`src/ack_timeout_retry_tracker_assert.svh`:
```
// Assertion macros shared by the tracker modules.
`ifndef ACK_TIMEOUT_RETRY_TRACKER_ASSERT_SVH
`define ACK_TIMEOUT_RETRY_TRACKER_ASSERT_SVH

// An implication that must hold at every clock edge outside reset.
`define ATRT_ASSERT_IMP(label, clk, rst, lhs, rhs) \
  label: assert property (@(posedge clk) disable iff (rst) (lhs) |-> (rhs)) \
    else $error("assertion failed");

// An implication checked in the cycle after the condition.
`define ATRT_ASSERT_NEXT(label, clk, rst, lhs, rhs) \
  label: assert property (@(posedge clk) disable iff (rst) (lhs) |=> (rhs)) \
    else $error("assertion failed");

`endif

```
`src/atrt_pkg.sv`:
```
package atrt_pkg;

  localparam logic [2:0] CMD_TRACK      = 3'd0;
  localparam logic [2:0] CMD_ACK        = 3'd1;
  localparam logic [2:0] CMD_NACK       = 3'd2;
  localparam logic [2:0] CMD_DISCONNECT = 3'd3;
  localparam logic [2:0] CMD_TICK       = 3'd4;

  localparam logic [2:0] ACT_DONE      = 3'd0;
  localparam logic [2:0] ACT_REQUEUED  = 3'd1;
  localparam logic [2:0] ACT_DEAD      = 3'd2;
  localparam logic [2:0] ACT_NOT_FOUND = 3'd3;
  localparam logic [2:0] ACT_FULL      = 3'd4;

  localparam logic [19:0] WINDOW_RESET = 20'd5000;
  localparam logic [7:0]  LIMIT_RESET  = 8'd3;

  localparam logic CFG_WINDOW = 1'b0;
  localparam logic CFG_LIMIT  = 1'b1;

  typedef struct packed {
    logic [2:0]  command;
    logic [63:0] msg_id;
    logic [15:0] client_id;
    logic [31:0] now_ms;
  } atrt_item_t;

endpackage

```
`src/ack_timeout_retry_tracker.sv`:
```
// Command tracker for in-flight messages. Each command waits in a two-entry queue, so start is
// taken while the back end works and busy rises only when the queue is full. The back end takes
// a command from the queue, scans the table slots (NUM_ENTRIES) one per cycle and then closes
// the command; an unknown command skips the scan. Results appear on done for one cycle each and
// cannot be stalled. During a disconnect or tick scan each result is held until the next match or
// the closing cycle, so that last marks the final result of a command.
module ack_timeout_retry_tracker #(
  parameter int NUM_ENTRIES = 16
) (
  input  logic        clk,
  input  logic        rst,
  input  logic        start,
  output logic        busy,
  input  logic [2:0]  command,
  input  logic [63:0] msg_id,
  input  logic [15:0] client_id,
  input  logic [31:0] now_ms,
  input  logic        cfg_valid,
  output logic        cfg_ready,
  input  logic [0:0]  cfg_index,
  input  logic [19:0] cfg_data,
  output logic        done,
  output logic [2:0]  action,
  output logic [63:0] out_msg_id,
  output logic [15:0] out_client_id,
  output logic [7:0]  out_retries,
  output logic        last
);
  import atrt_pkg::*;

  atrt_item_t in_item;
  atrt_item_t q_item;
  logic       q_valid;
  logic       q_pop;
  logic [19:0] ack_window;
  logic [7:0]  retry_limit;

  assign in_item   = '{command: command, msg_id: msg_id, client_id: client_id, now_ms: now_ms};
  assign cfg_ready = 1'b1;

  always_ff @(posedge clk) begin
    if (rst) begin
      ack_window  <= WINDOW_RESET;
      retry_limit <= LIMIT_RESET;
    end else if (cfg_valid) begin
      if (cfg_index[0] == CFG_WINDOW) begin
        ack_window <= cfg_data;
      end else begin
        retry_limit <= cfg_data[7:0];
      end
    end
  end

  atrt_front u_front (
    .clk(clk), .rst(rst), .start(start), .busy(busy), .in_item(in_item),
    .q_valid(q_valid), .q_item(q_item), .q_pop(q_pop)
  );

  atrt_back #(.NUM_ENTRIES(NUM_ENTRIES)) u_back (
    .clk(clk), .rst(rst), .q_valid(q_valid), .q_item(q_item), .q_pop(q_pop),
    .ack_window(ack_window), .retry_limit(retry_limit), .done(done),
    .action(action), .out_msg_id(out_msg_id), .out_client_id(out_client_id),
    .out_retries(out_retries), .last(last)
  );
endmodule

```
`src/atrt_front.sv`:
```
module atrt_front (
  input  logic                clk,
  input  logic                rst,
  input  logic                start,
  output logic                busy,
  input  atrt_pkg::atrt_item_t in_item,
  output logic                q_valid,
  output atrt_pkg::atrt_item_t q_item,
  input  logic                q_pop
);
  import atrt_pkg::*;

  atrt_item_t buf_item [2];
  logic [1:0] count;
  logic       wr_ptr;
  logic       rd_ptr;
  logic       push;

  assign busy    = (count == 2'd2);
  assign push    = start && !busy;
  assign q_valid = (count != 2'd0);
  assign q_item  = buf_item[rd_ptr];

  always_ff @(posedge clk) begin
    if (push) begin
      buf_item[wr_ptr] <= in_item;
    end
  end

  always_ff @(posedge clk) begin
    if (rst) begin
      count  <= 2'd0;
      wr_ptr <= 1'b0;
      rd_ptr <= 1'b0;
    end else begin
      if (push) begin
        wr_ptr <= !wr_ptr;
      end
      if (q_pop) begin
        rd_ptr <= !rd_ptr;
      end
      count <= count + {1'b0, push} - {1'b0, q_pop};
    end
  end

`include "ack_timeout_retry_tracker_assert.svh"
  `ATRT_ASSERT_IMP(a_no_pop_empty, clk, rst, q_pop, q_valid)
  `ATRT_ASSERT_IMP(a_count_range, clk, rst, 1'b1, count <= 2'd2)
  `ATRT_ASSERT_NEXT(a_push_fills, clk, rst, push && !q_pop, count != 2'd0)
endmodule

```
`src/atrt_back.sv`:
```
module atrt_back #(
  parameter int NUM_ENTRIES = 16
) (
  input  logic                 clk,
  input  logic                 rst,
  input  logic                 q_valid,
  input  atrt_pkg::atrt_item_t q_item,
  output logic                 q_pop,
  input  logic [19:0]          ack_window,
  input  logic [7:0]           retry_limit,
  output logic                 done,
  output logic [2:0]           action,
  output logic [63:0]          out_msg_id,
  output logic [15:0]          out_client_id,
  output logic [7:0]           out_retries,
  output logic                 last
);
  import atrt_pkg::*;

  localparam int IW = (NUM_ENTRIES > 1) ? $clog2(NUM_ENTRIES) : 1;
  localparam logic [IW-1:0] LAST_IDX = IW'(NUM_ENTRIES - 1);

  typedef enum logic [2:0] {
    S_IDLE = 3'b001,
    S_SCAN = 3'b010,
    S_DONE = 3'b100
  } state_t;

  state_t      state;
  atrt_item_t  cur;
  logic [IW-1:0] idx;
  logic        found;
  logic [IW-1:0] found_idx;
  logic        have_free;
  logic [IW-1:0] free_idx;
  logic        any_hit;

  logic [NUM_ENTRIES-1:0] slot_valid;
  logic [63:0] slot_msg_id   [NUM_ENTRIES];
  logic [15:0] slot_client   [NUM_ENTRIES];
  logic [31:0] slot_deadline [NUM_ENTRIES];
  logic [7:0]  slot_retries  [NUM_ENTRIES];

  logic        s_valid;
  logic [63:0] s_id;
  logic [15:0] s_client;
  logic [31:0] s_deadline;
  logic [7:0]  s_retries;
  logic [7:0]  s_bumped;
  logic [31:0] new_deadline;
  logic [31:0] age;
  logic        id_hit;
  logic        scan_hit;
  logic        is_last;
  logic        is_scan_cmd;

  logic [2:0]  p_action;
  logic [63:0] p_id;
  logic [15:0] p_client;
  logic [7:0]  p_retries;

  assign s_valid      = slot_valid[idx];
  assign s_id         = slot_msg_id[idx];
  assign s_client     = slot_client[idx];
  assign s_deadline   = slot_deadline[idx];
  assign s_retries    = slot_retries[idx];
  assign s_bumped     = (s_retries == 8'hFF) ? s_retries : s_retries + 8'd1;
  assign new_deadline = cur.now_ms + {12'd0, ack_window};
  assign age          = cur.now_ms - s_deadline;
  assign id_hit       = s_valid && (s_id == cur.msg_id);
  assign is_last      = (idx == LAST_IDX);
  assign is_scan_cmd  = (cur.command == CMD_DISCONNECT) || (cur.command == CMD_TICK);
  assign scan_hit     = s_valid && ((cur.command == CMD_DISCONNECT) ?
                        (s_client == cur.client_id) : !age[31]);
  assign q_pop        = (state == S_IDLE) && q_valid;

  always_ff @(posedge clk) begin
    if (rst) begin
      state      <= S_IDLE;
      slot_valid <= '0;
      done       <= 1'b0;
    end else begin
      done <= 1'b0;
      unique case (state)
        S_IDLE: begin
          if (q_valid) begin
            cur       <= q_item;
            idx       <= '0;
            found     <= 1'b0;
            have_free <= 1'b0;
            any_hit   <= 1'b0;
            state     <= (q_item.command <= CMD_TICK) ? S_SCAN : S_DONE;
          end
        end
        S_SCAN: begin
          if (is_scan_cmd) begin
            if (scan_hit) begin
              any_hit  <= 1'b1;
              p_id     <= s_id;
              p_client <= s_client;
              if (s_retries >= retry_limit) begin
                slot_valid[idx] <= 1'b0;
                p_action        <= ACT_DEAD;
                p_retries       <= s_retries;
              end else begin
                slot_retries[idx]  <= s_bumped;
                slot_deadline[idx] <= new_deadline;
                p_action           <= ACT_REQUEUED;
                p_retries          <= s_bumped;
              end
              if (any_hit) begin
                done          <= 1'b1;
                last          <= 1'b0;
                action        <= p_action;
                out_msg_id    <= p_id;
                out_client_id <= p_client;
                out_retries   <= p_retries;
              end
            end
          end else begin
            if (id_hit && !found) begin
              found     <= 1'b1;
              found_idx <= idx;
            end
            if (!s_valid && !have_free) begin
              have_free <= 1'b1;
              free_idx  <= idx;
            end
          end
          if (is_last) begin
            state <= S_DONE;
          end
          idx <= idx + IW'(1);
        end
        S_DONE: begin
          done          <= 1'b1;
          last          <= 1'b1;
          out_msg_id    <= cur.msg_id;
          out_client_id <= 16'd0;
          out_retries   <= 8'd0;
          action        <= ACT_NOT_FOUND;
          state         <= S_IDLE;
          if (cur.command > CMD_TICK) begin
            out_msg_id <= 64'd0;
          end else if (is_scan_cmd && any_hit) begin
            action        <= p_action;
            out_msg_id    <= p_id;
            out_client_id <= p_client;
            out_retries   <= p_retries;
          end else if (cur.command == CMD_DISCONNECT) begin
            out_msg_id    <= 64'd0;
            out_client_id <= cur.client_id;
          end else if (cur.command == CMD_TICK) begin
            action     <= ACT_DONE;
            out_msg_id <= 64'd0;
          end else if (cur.command == CMD_TRACK) begin
            if (found) begin
              slot_client[found_idx]   <= cur.client_id;
              slot_deadline[found_idx] <= new_deadline;
              action        <= ACT_DONE;
              out_client_id <= cur.client_id;
              out_retries   <= slot_retries[found_idx];
            end else if (have_free) begin
              slot_valid[free_idx]    <= 1'b1;
              slot_msg_id[free_idx]   <= cur.msg_id;
              slot_retries[free_idx]  <= 8'd0;
              slot_client[free_idx]   <= cur.client_id;
              slot_deadline[free_idx] <= new_deadline;
              action        <= ACT_DONE;
              out_client_id <= cur.client_id;
            end else begin
              action        <= ACT_FULL;
              out_client_id <= cur.client_id;
            end
          end else if (found) begin
            out_client_id <= slot_client[found_idx];
            out_retries   <= slot_retries[found_idx];
            if (cur.command == CMD_ACK) begin
              slot_valid[found_idx] <= 1'b0;
              action <= ACT_DONE;
            end else if (slot_retries[found_idx] >= retry_limit) begin
              slot_valid[found_idx] <= 1'b0;
              action <= ACT_DEAD;
            end else begin
              slot_deadline[found_idx] <= new_deadline;
              action <= ACT_REQUEUED;
              if (slot_retries[found_idx] != 8'hFF) begin
                slot_retries[found_idx] <= slot_retries[found_idx] + 8'd1;
                out_retries <= slot_retries[found_idx] + 8'd1;
              end
            end
          end
        end
        default: state <= S_IDLE;
      endcase
    end
  end

`include "ack_timeout_retry_tracker_assert.svh"
  `ATRT_ASSERT_IMP(a_pop_idle, clk, rst, q_pop, state == S_IDLE)
  `ATRT_ASSERT_IMP(a_onehot, clk, rst, 1'b1, $onehot(state))
  `ATRT_ASSERT_NEXT(a_last_idle, clk, rst, state == S_DONE, state == S_IDLE)
endmodule
```
`config.mk`:
```
export PLATFORM = sky130hd
export DESIGN_NAME = ack_timeout_retry_tracker
export DESIGN_NICKNAME = d
export VERILOG_FILES = /design/src/atrt_pkg.sv /design/src/ack_timeout_retry_tracker.sv /design/src/atrt_front.sv /design/src/atrt_back.sv
export VERILOG_INCLUDE_DIRS = /design/src /design/src/src
export SDC_FILE = /design/constraint.sdc
export NUM_CORES = 2
export LEC_CHECK = 0
export BUFFER_PORTS_ARGS = -buffer_cell sky130_fd_sc_hd__buf_4
export CAP_MARGIN = 20
export CORE_AREA = 3 3 496 498
export DETAILED_ROUTE_END_ITERATION = 10
export DIE_AREA = 0 0 499 501
export PLACE_DENSITY = 0.7
export REMOVE_ABC_BUFFERS = 1
export SETUP_SLACK_MARGIN = 0.5
export SLEW_MARGIN = 20
export SYNTH_ARGS = -nofsm -noshare
export SYNTH_HDL_FRONTEND = slang
export SYNTH_SLANG_ARGS = --single-unit
```
`constraint.sdc`:
```
create_clock -name clk -period 11 [get_ports clk]
set_input_delay 2.2 -clock clk [delete_from_list [all_inputs] [get_ports clk]]
set_output_delay 2.2 -clock clk [all_outputs]
set_load 0.1 [all_outputs]
```
==> flow_results.org <==
** Synthesis
- After synthesis, the cell types taking the most area are edfxtp_1 71%, mux4_2 12%, mux2_2 1.8%.
- Sequential share of the synthesized area :: 72.3%
- The synthesized design devotes to its leading area cell type 71.1% of total area.
- In the synthesized netlist the async set-or-reset flop fraction comes to 0%.
- Syn Std Cell Area :: 0.104 sq mm
- Average cell area after synthesis :: 19.0 sq um
- Count of flip-flops with a built-in enable after synthesis :: 2462
- Main flop type after synthesis :: edfxtp_1
- The cell count after synthesis came out at 5478.
- Distinct cells, synth :: 88
- Summed over all instances, the cell type with the most area after synthesis is edfxtp_1.
- The Yosys step of the flow raised 0 warnings.
- In this run, synthesis produced a sequential element count of 2523.

** Cells and area
- Compared with the post-synthesis result, the final layout area differs by 13.6%.
- In the final layout, the multi-input gates occupy 0.0273 sq mm.
- Fill cells in the final layout number 19467.
- Share of post-route cells with drive strength above 1 :: 26.0%
- Across the whole layout, storage elements account for 0.0752 sq mm.
- Util after Layout :: 48.7%
- The net count of the finished layout is 6056.
- Post-layout instance area :: 0.118 sq mm

** Floorplanning
- The floorplan step defined a die boundary enclosing 0.250 sq mm.
- The floorplan step set the die height to 501 um.
- The initial utilization of the core area, before any placement, comes to 42.9%.
- 235 I/O pins were placed.
- The core region is 0.243 sq mm.
- Floorplan die width :: 499 um
- The floorplan has 181 rows.

** Global route
- Total track usage :: 21.1%
- Via count of the first global-routing pass :: 55914
- Wire length of the first global-routing pass :: 387000 um
- Initial antenna violation count :: 6
- Overflow after GRT :: 0
- Largest net degree at the start of global routing :: 110

** Critical path
- The largest individual stage delay along the critical path comes from the cell dfxtp_4.
- Data on the critical path arrives at its endpoint at 8.15 ns.
- Nature of the critical path endpoint :: register
- Largest driver fanout on the critical path :: 83
- Slowest cell delay on critical path :: 1.00 ns
- Crit path cell chain :: buf_12, mux4_2, mux4_2, inv_1, ha_1, a21o_1, a21oi_1, o221ai_1, a211oi_1, a31o_2, a21oi_1, or3b_1, a211oi_2, o211ai_1, nor2_4, buf_4
- Number of cell instances on the worst register-to-register path :: 16
- The cell family contributing the most delay on the critical path is compound AO/OA/AOI/OAI gates.
- Critical path buffers and inverters :: 3
- Type of the worst setup path :: reg -> reg
- Data required time of the critical path :: 11.56 ns
- STA classifies the critical path startpoint as a register.
- CP Depth :: 16

** Placed design
- The wire-length estimate of the detail-placed layout is 156000 um.
- Post-detailed-placement cell area :: 0.110 sq mm
- In this run the tool buffered the top-level ports with 233 buffer cells.
- Routability-driven placement finished with a final weighted congestion of 0.875.
- Timing analysis after detailed placement gives a worst setup slack of 3.30 ns.

** STA
- The clock period could shrink to 7.59 ns.
- After layout, the worst path uses 69.0% of the clock period.
- The number of max-slew violations in the final report was 0.
- Worst slew margin :: 23.5%
- The final hold violation count was 0.
- Static timing analysis puts the maximum clock frequency at 132 MHz.
- Total Neg Setup Slack :: 0 ns
- Setup violations remaining at the end of the flow were counted as 0.
- For the final database, setup skew stands at 0.0640 ns.
- Worst path setup slack after routing :: 3.41 ns
- Least-Margin Pin Slew :: 1.14 ns
- Setup repair after global routing missed its margin :: false

** Routing
- Via/cell ratio :: 6.01
- For this block, wires on met1 add up to 105000 um.
- Before antenna repair, the detailed router went through 6 iterations.
- Wire length on met2 :: 125000 um
- Remaining antenna violation count :: 0
- After detailed routing, the met3 layer carries 25900 um of wire.
- 1st-iter DRT viols :: 7280
- Count of vias placed by the detailed router :: 55511
- DR WL/cell :: 28.8 um
- Summed over all layers, the routed wires come to 266000 um.
- In this run the top signal layer used is met4.
- Number of remaining DRC errors :: 0

** Clocking
- TritonCTS built the clock tree.
- Clock-pin slew was measured on the worst setup and hold paths at 0.06 ns.
- Buffers added to address setup during post-CTS repair amount to 0.
- CTS sink count :: 2523
- Clock latency of the later-clocked register in the worst-skew pair :: 0.93 ns
- H-tree level count :: 5
- Hold-fix buffer count after cts :: 0
- In this run, CTS created clock tree buffers numbering 278.
- Number of gates given a new drive strength after cts :: 0
- Buffers from clock root to sink, at most :: 4
- CTS root buffer :: clkbuf_16

** Power
- Power density over the cells :: 230 mW/mm^2
- In this run the static leakage power is 38.4 nW.
- Worst vdd rail ir drop :: 142 uV

** Min path
- The path class of the tightest hold or removal check is reg -> reg.
- Number of stages on the worst hold path :: 2
- In this run the most critical hold path is launched from ack_window[11].

** Flow run
- Maximum Capacitance Violations :: 0

** Run status
- The run finished with clean final reports.
## kinds of logic (layout without fill, tap and decap cells)
| family | after synthesis | in the layout | synth area share (%) |
|---|---|---|---|
| XOR/XNOR | 142 | 142 | 1.20 |
| AND/OR/NAND/NOR | 822 | 822 | 3.60 |
| adder cells (fa/ha/maj) | 75 | 75 | 0.910 |
| buffers and inverters | 371 | 918 | 1.90 |
| multiplexers | 924 | 924 | 16.1 |
| other | 1 | 4 | 0.00361 |
| AO/OA/AOI/OAI | 620 | 620 | 3.98 |
| flip-flops | 2523 | 2523 | 72.3 |
## cell usage after synthesis, types with 24 or more instances
cell type	n
clkbuf_1	131
nand3_1	41
a31oi_1	34
o21ai_0	130
a22oi_1	45
a211oi_1	26
buf_4	35
nand2_1	348
nor3_1	28
ha_1	74
nand2b_1	36
xnor2_1	95
mux4_2	571
nor2_1	205
xor2_1	47
edfxtp_1	2462
a22o_1	65
a21o_1	24
and3_1	33
a21oi_1	133
dfxtp_1	61
mux2_2	170
inv_1	82
nor2b_1	27
buf_2	58
o22ai_1	32
mux2i_1	171
buf_6	27
## layer usage
| layer | track usage (%) | up-vias |
|---|---|---|
| li1 | - | 23038 |
| met1 | 29.0 | 28904 |
| met2 | 33.1 | 3050 |
| met3 | 4.68 | 519 |
| met4 | 7.56 | 0 |
| met5 | 0 | - |
## cells in the final DEF (no fill, tap or decap), types with 34 or more instances in the layout
cell type / netlist / final
clkinv_1: 1 / 59
a22o_1: 65 / 65
o21ai_0: 130 / 126
nor2_1: 205 / 169
nand2_1: 348 / 348
inv_1: 82 / 81
nand2b_1: 36 / 36
a22oi_1: 45 / 45
edfxtp_1: 2462 / 2462
clkbuf_16: 0 / 288
dfxtp_1: 61 / 53
mux2_2: 170 / 170
ha_1: 74 / 74
mux4_2: 571 / 571
clkbuf_1: 131 / 52
nor2_4: 0 / 36
a31oi_1: 34 / 34
xor2_1: 47 / 47
mux2i_1: 171 / 171
a21oi_1: 133 / 130
nand3_1: 41 / 41
xnor2_1: 95 / 76
buf_4: 35 / 363
## worst paths after layout
| check | endpoint | slack (ns) |
|---|---|---|
| max reg2reg | u_back.slot_deadline[0][26] | 3.41 |
| max | u_back.slot_deadline[0][26] | 3.41 |
| min reg2reg | ack_window[11] | 0.46 |
| min | ack_window[11] | 0.46 |
## report_power, final
group | internal [W] | switching, W | total [W]
combinational | 0.00248 | 0.00365 | 0.00613
sequential | 0.0117 | 0.000626 | 0.0123
clock | 0.00511 | 0.00360 | 0.00871
## worst min-delay path: cells and delay by family (launching register included)
| family | cells | cell delay, ns |
|---|---|---|
| simple gates | 1 | 0.05 |
| compound gates | 1 | 0.05 |
| flops | 1 | 0.31 |
## registers in the layout, indices dropped and copies added (netlist names), 8 cells and up, named ones only
signal	cells
retry_limit	8
u_back.p_id	64
u_back.p_retries	8
u_back.p_client	16
u_back.slot_msg_id	1024
u_back.slot_deadline	512
u_back.slot_valid	16
u_back.out_msg_id	64
u_back.cur	115
u_front.buf_item	230
u_back.slot_client	256
u_back.out_retries	8
u_back.out_client_id	16
ack_window	20
u_back.slot_retries	128
## per-stage QoR
step | power [W] | hold slack (ns) | std cells
4_1_cts | 0.0273 | 0.467 | 9226
5_1_grt | 0.0282 | 0.482 | 9228
6_report | 0.0272 | 0.462 | 9230
3_5_place_dp | 0.0186 | 0.457 | 8762
2_1_floorplan | 0.0179 | 0.430 | 5193
3_3_place_gp | 0.0185 | 0.446 | 8762
## layout make-up
type,count,share of cell area [%]
flip-flops and latches,2523,63.7
inverters,86,0.280
repair buffers,368,2.40
clock inverters,123,0.836
well taps,3202,3.39
diodes,3,0.00636
clock buffers,341,6.28
multi-input cells,2584,23.1
Note: power is estimated with default switching activity, not from simulation.
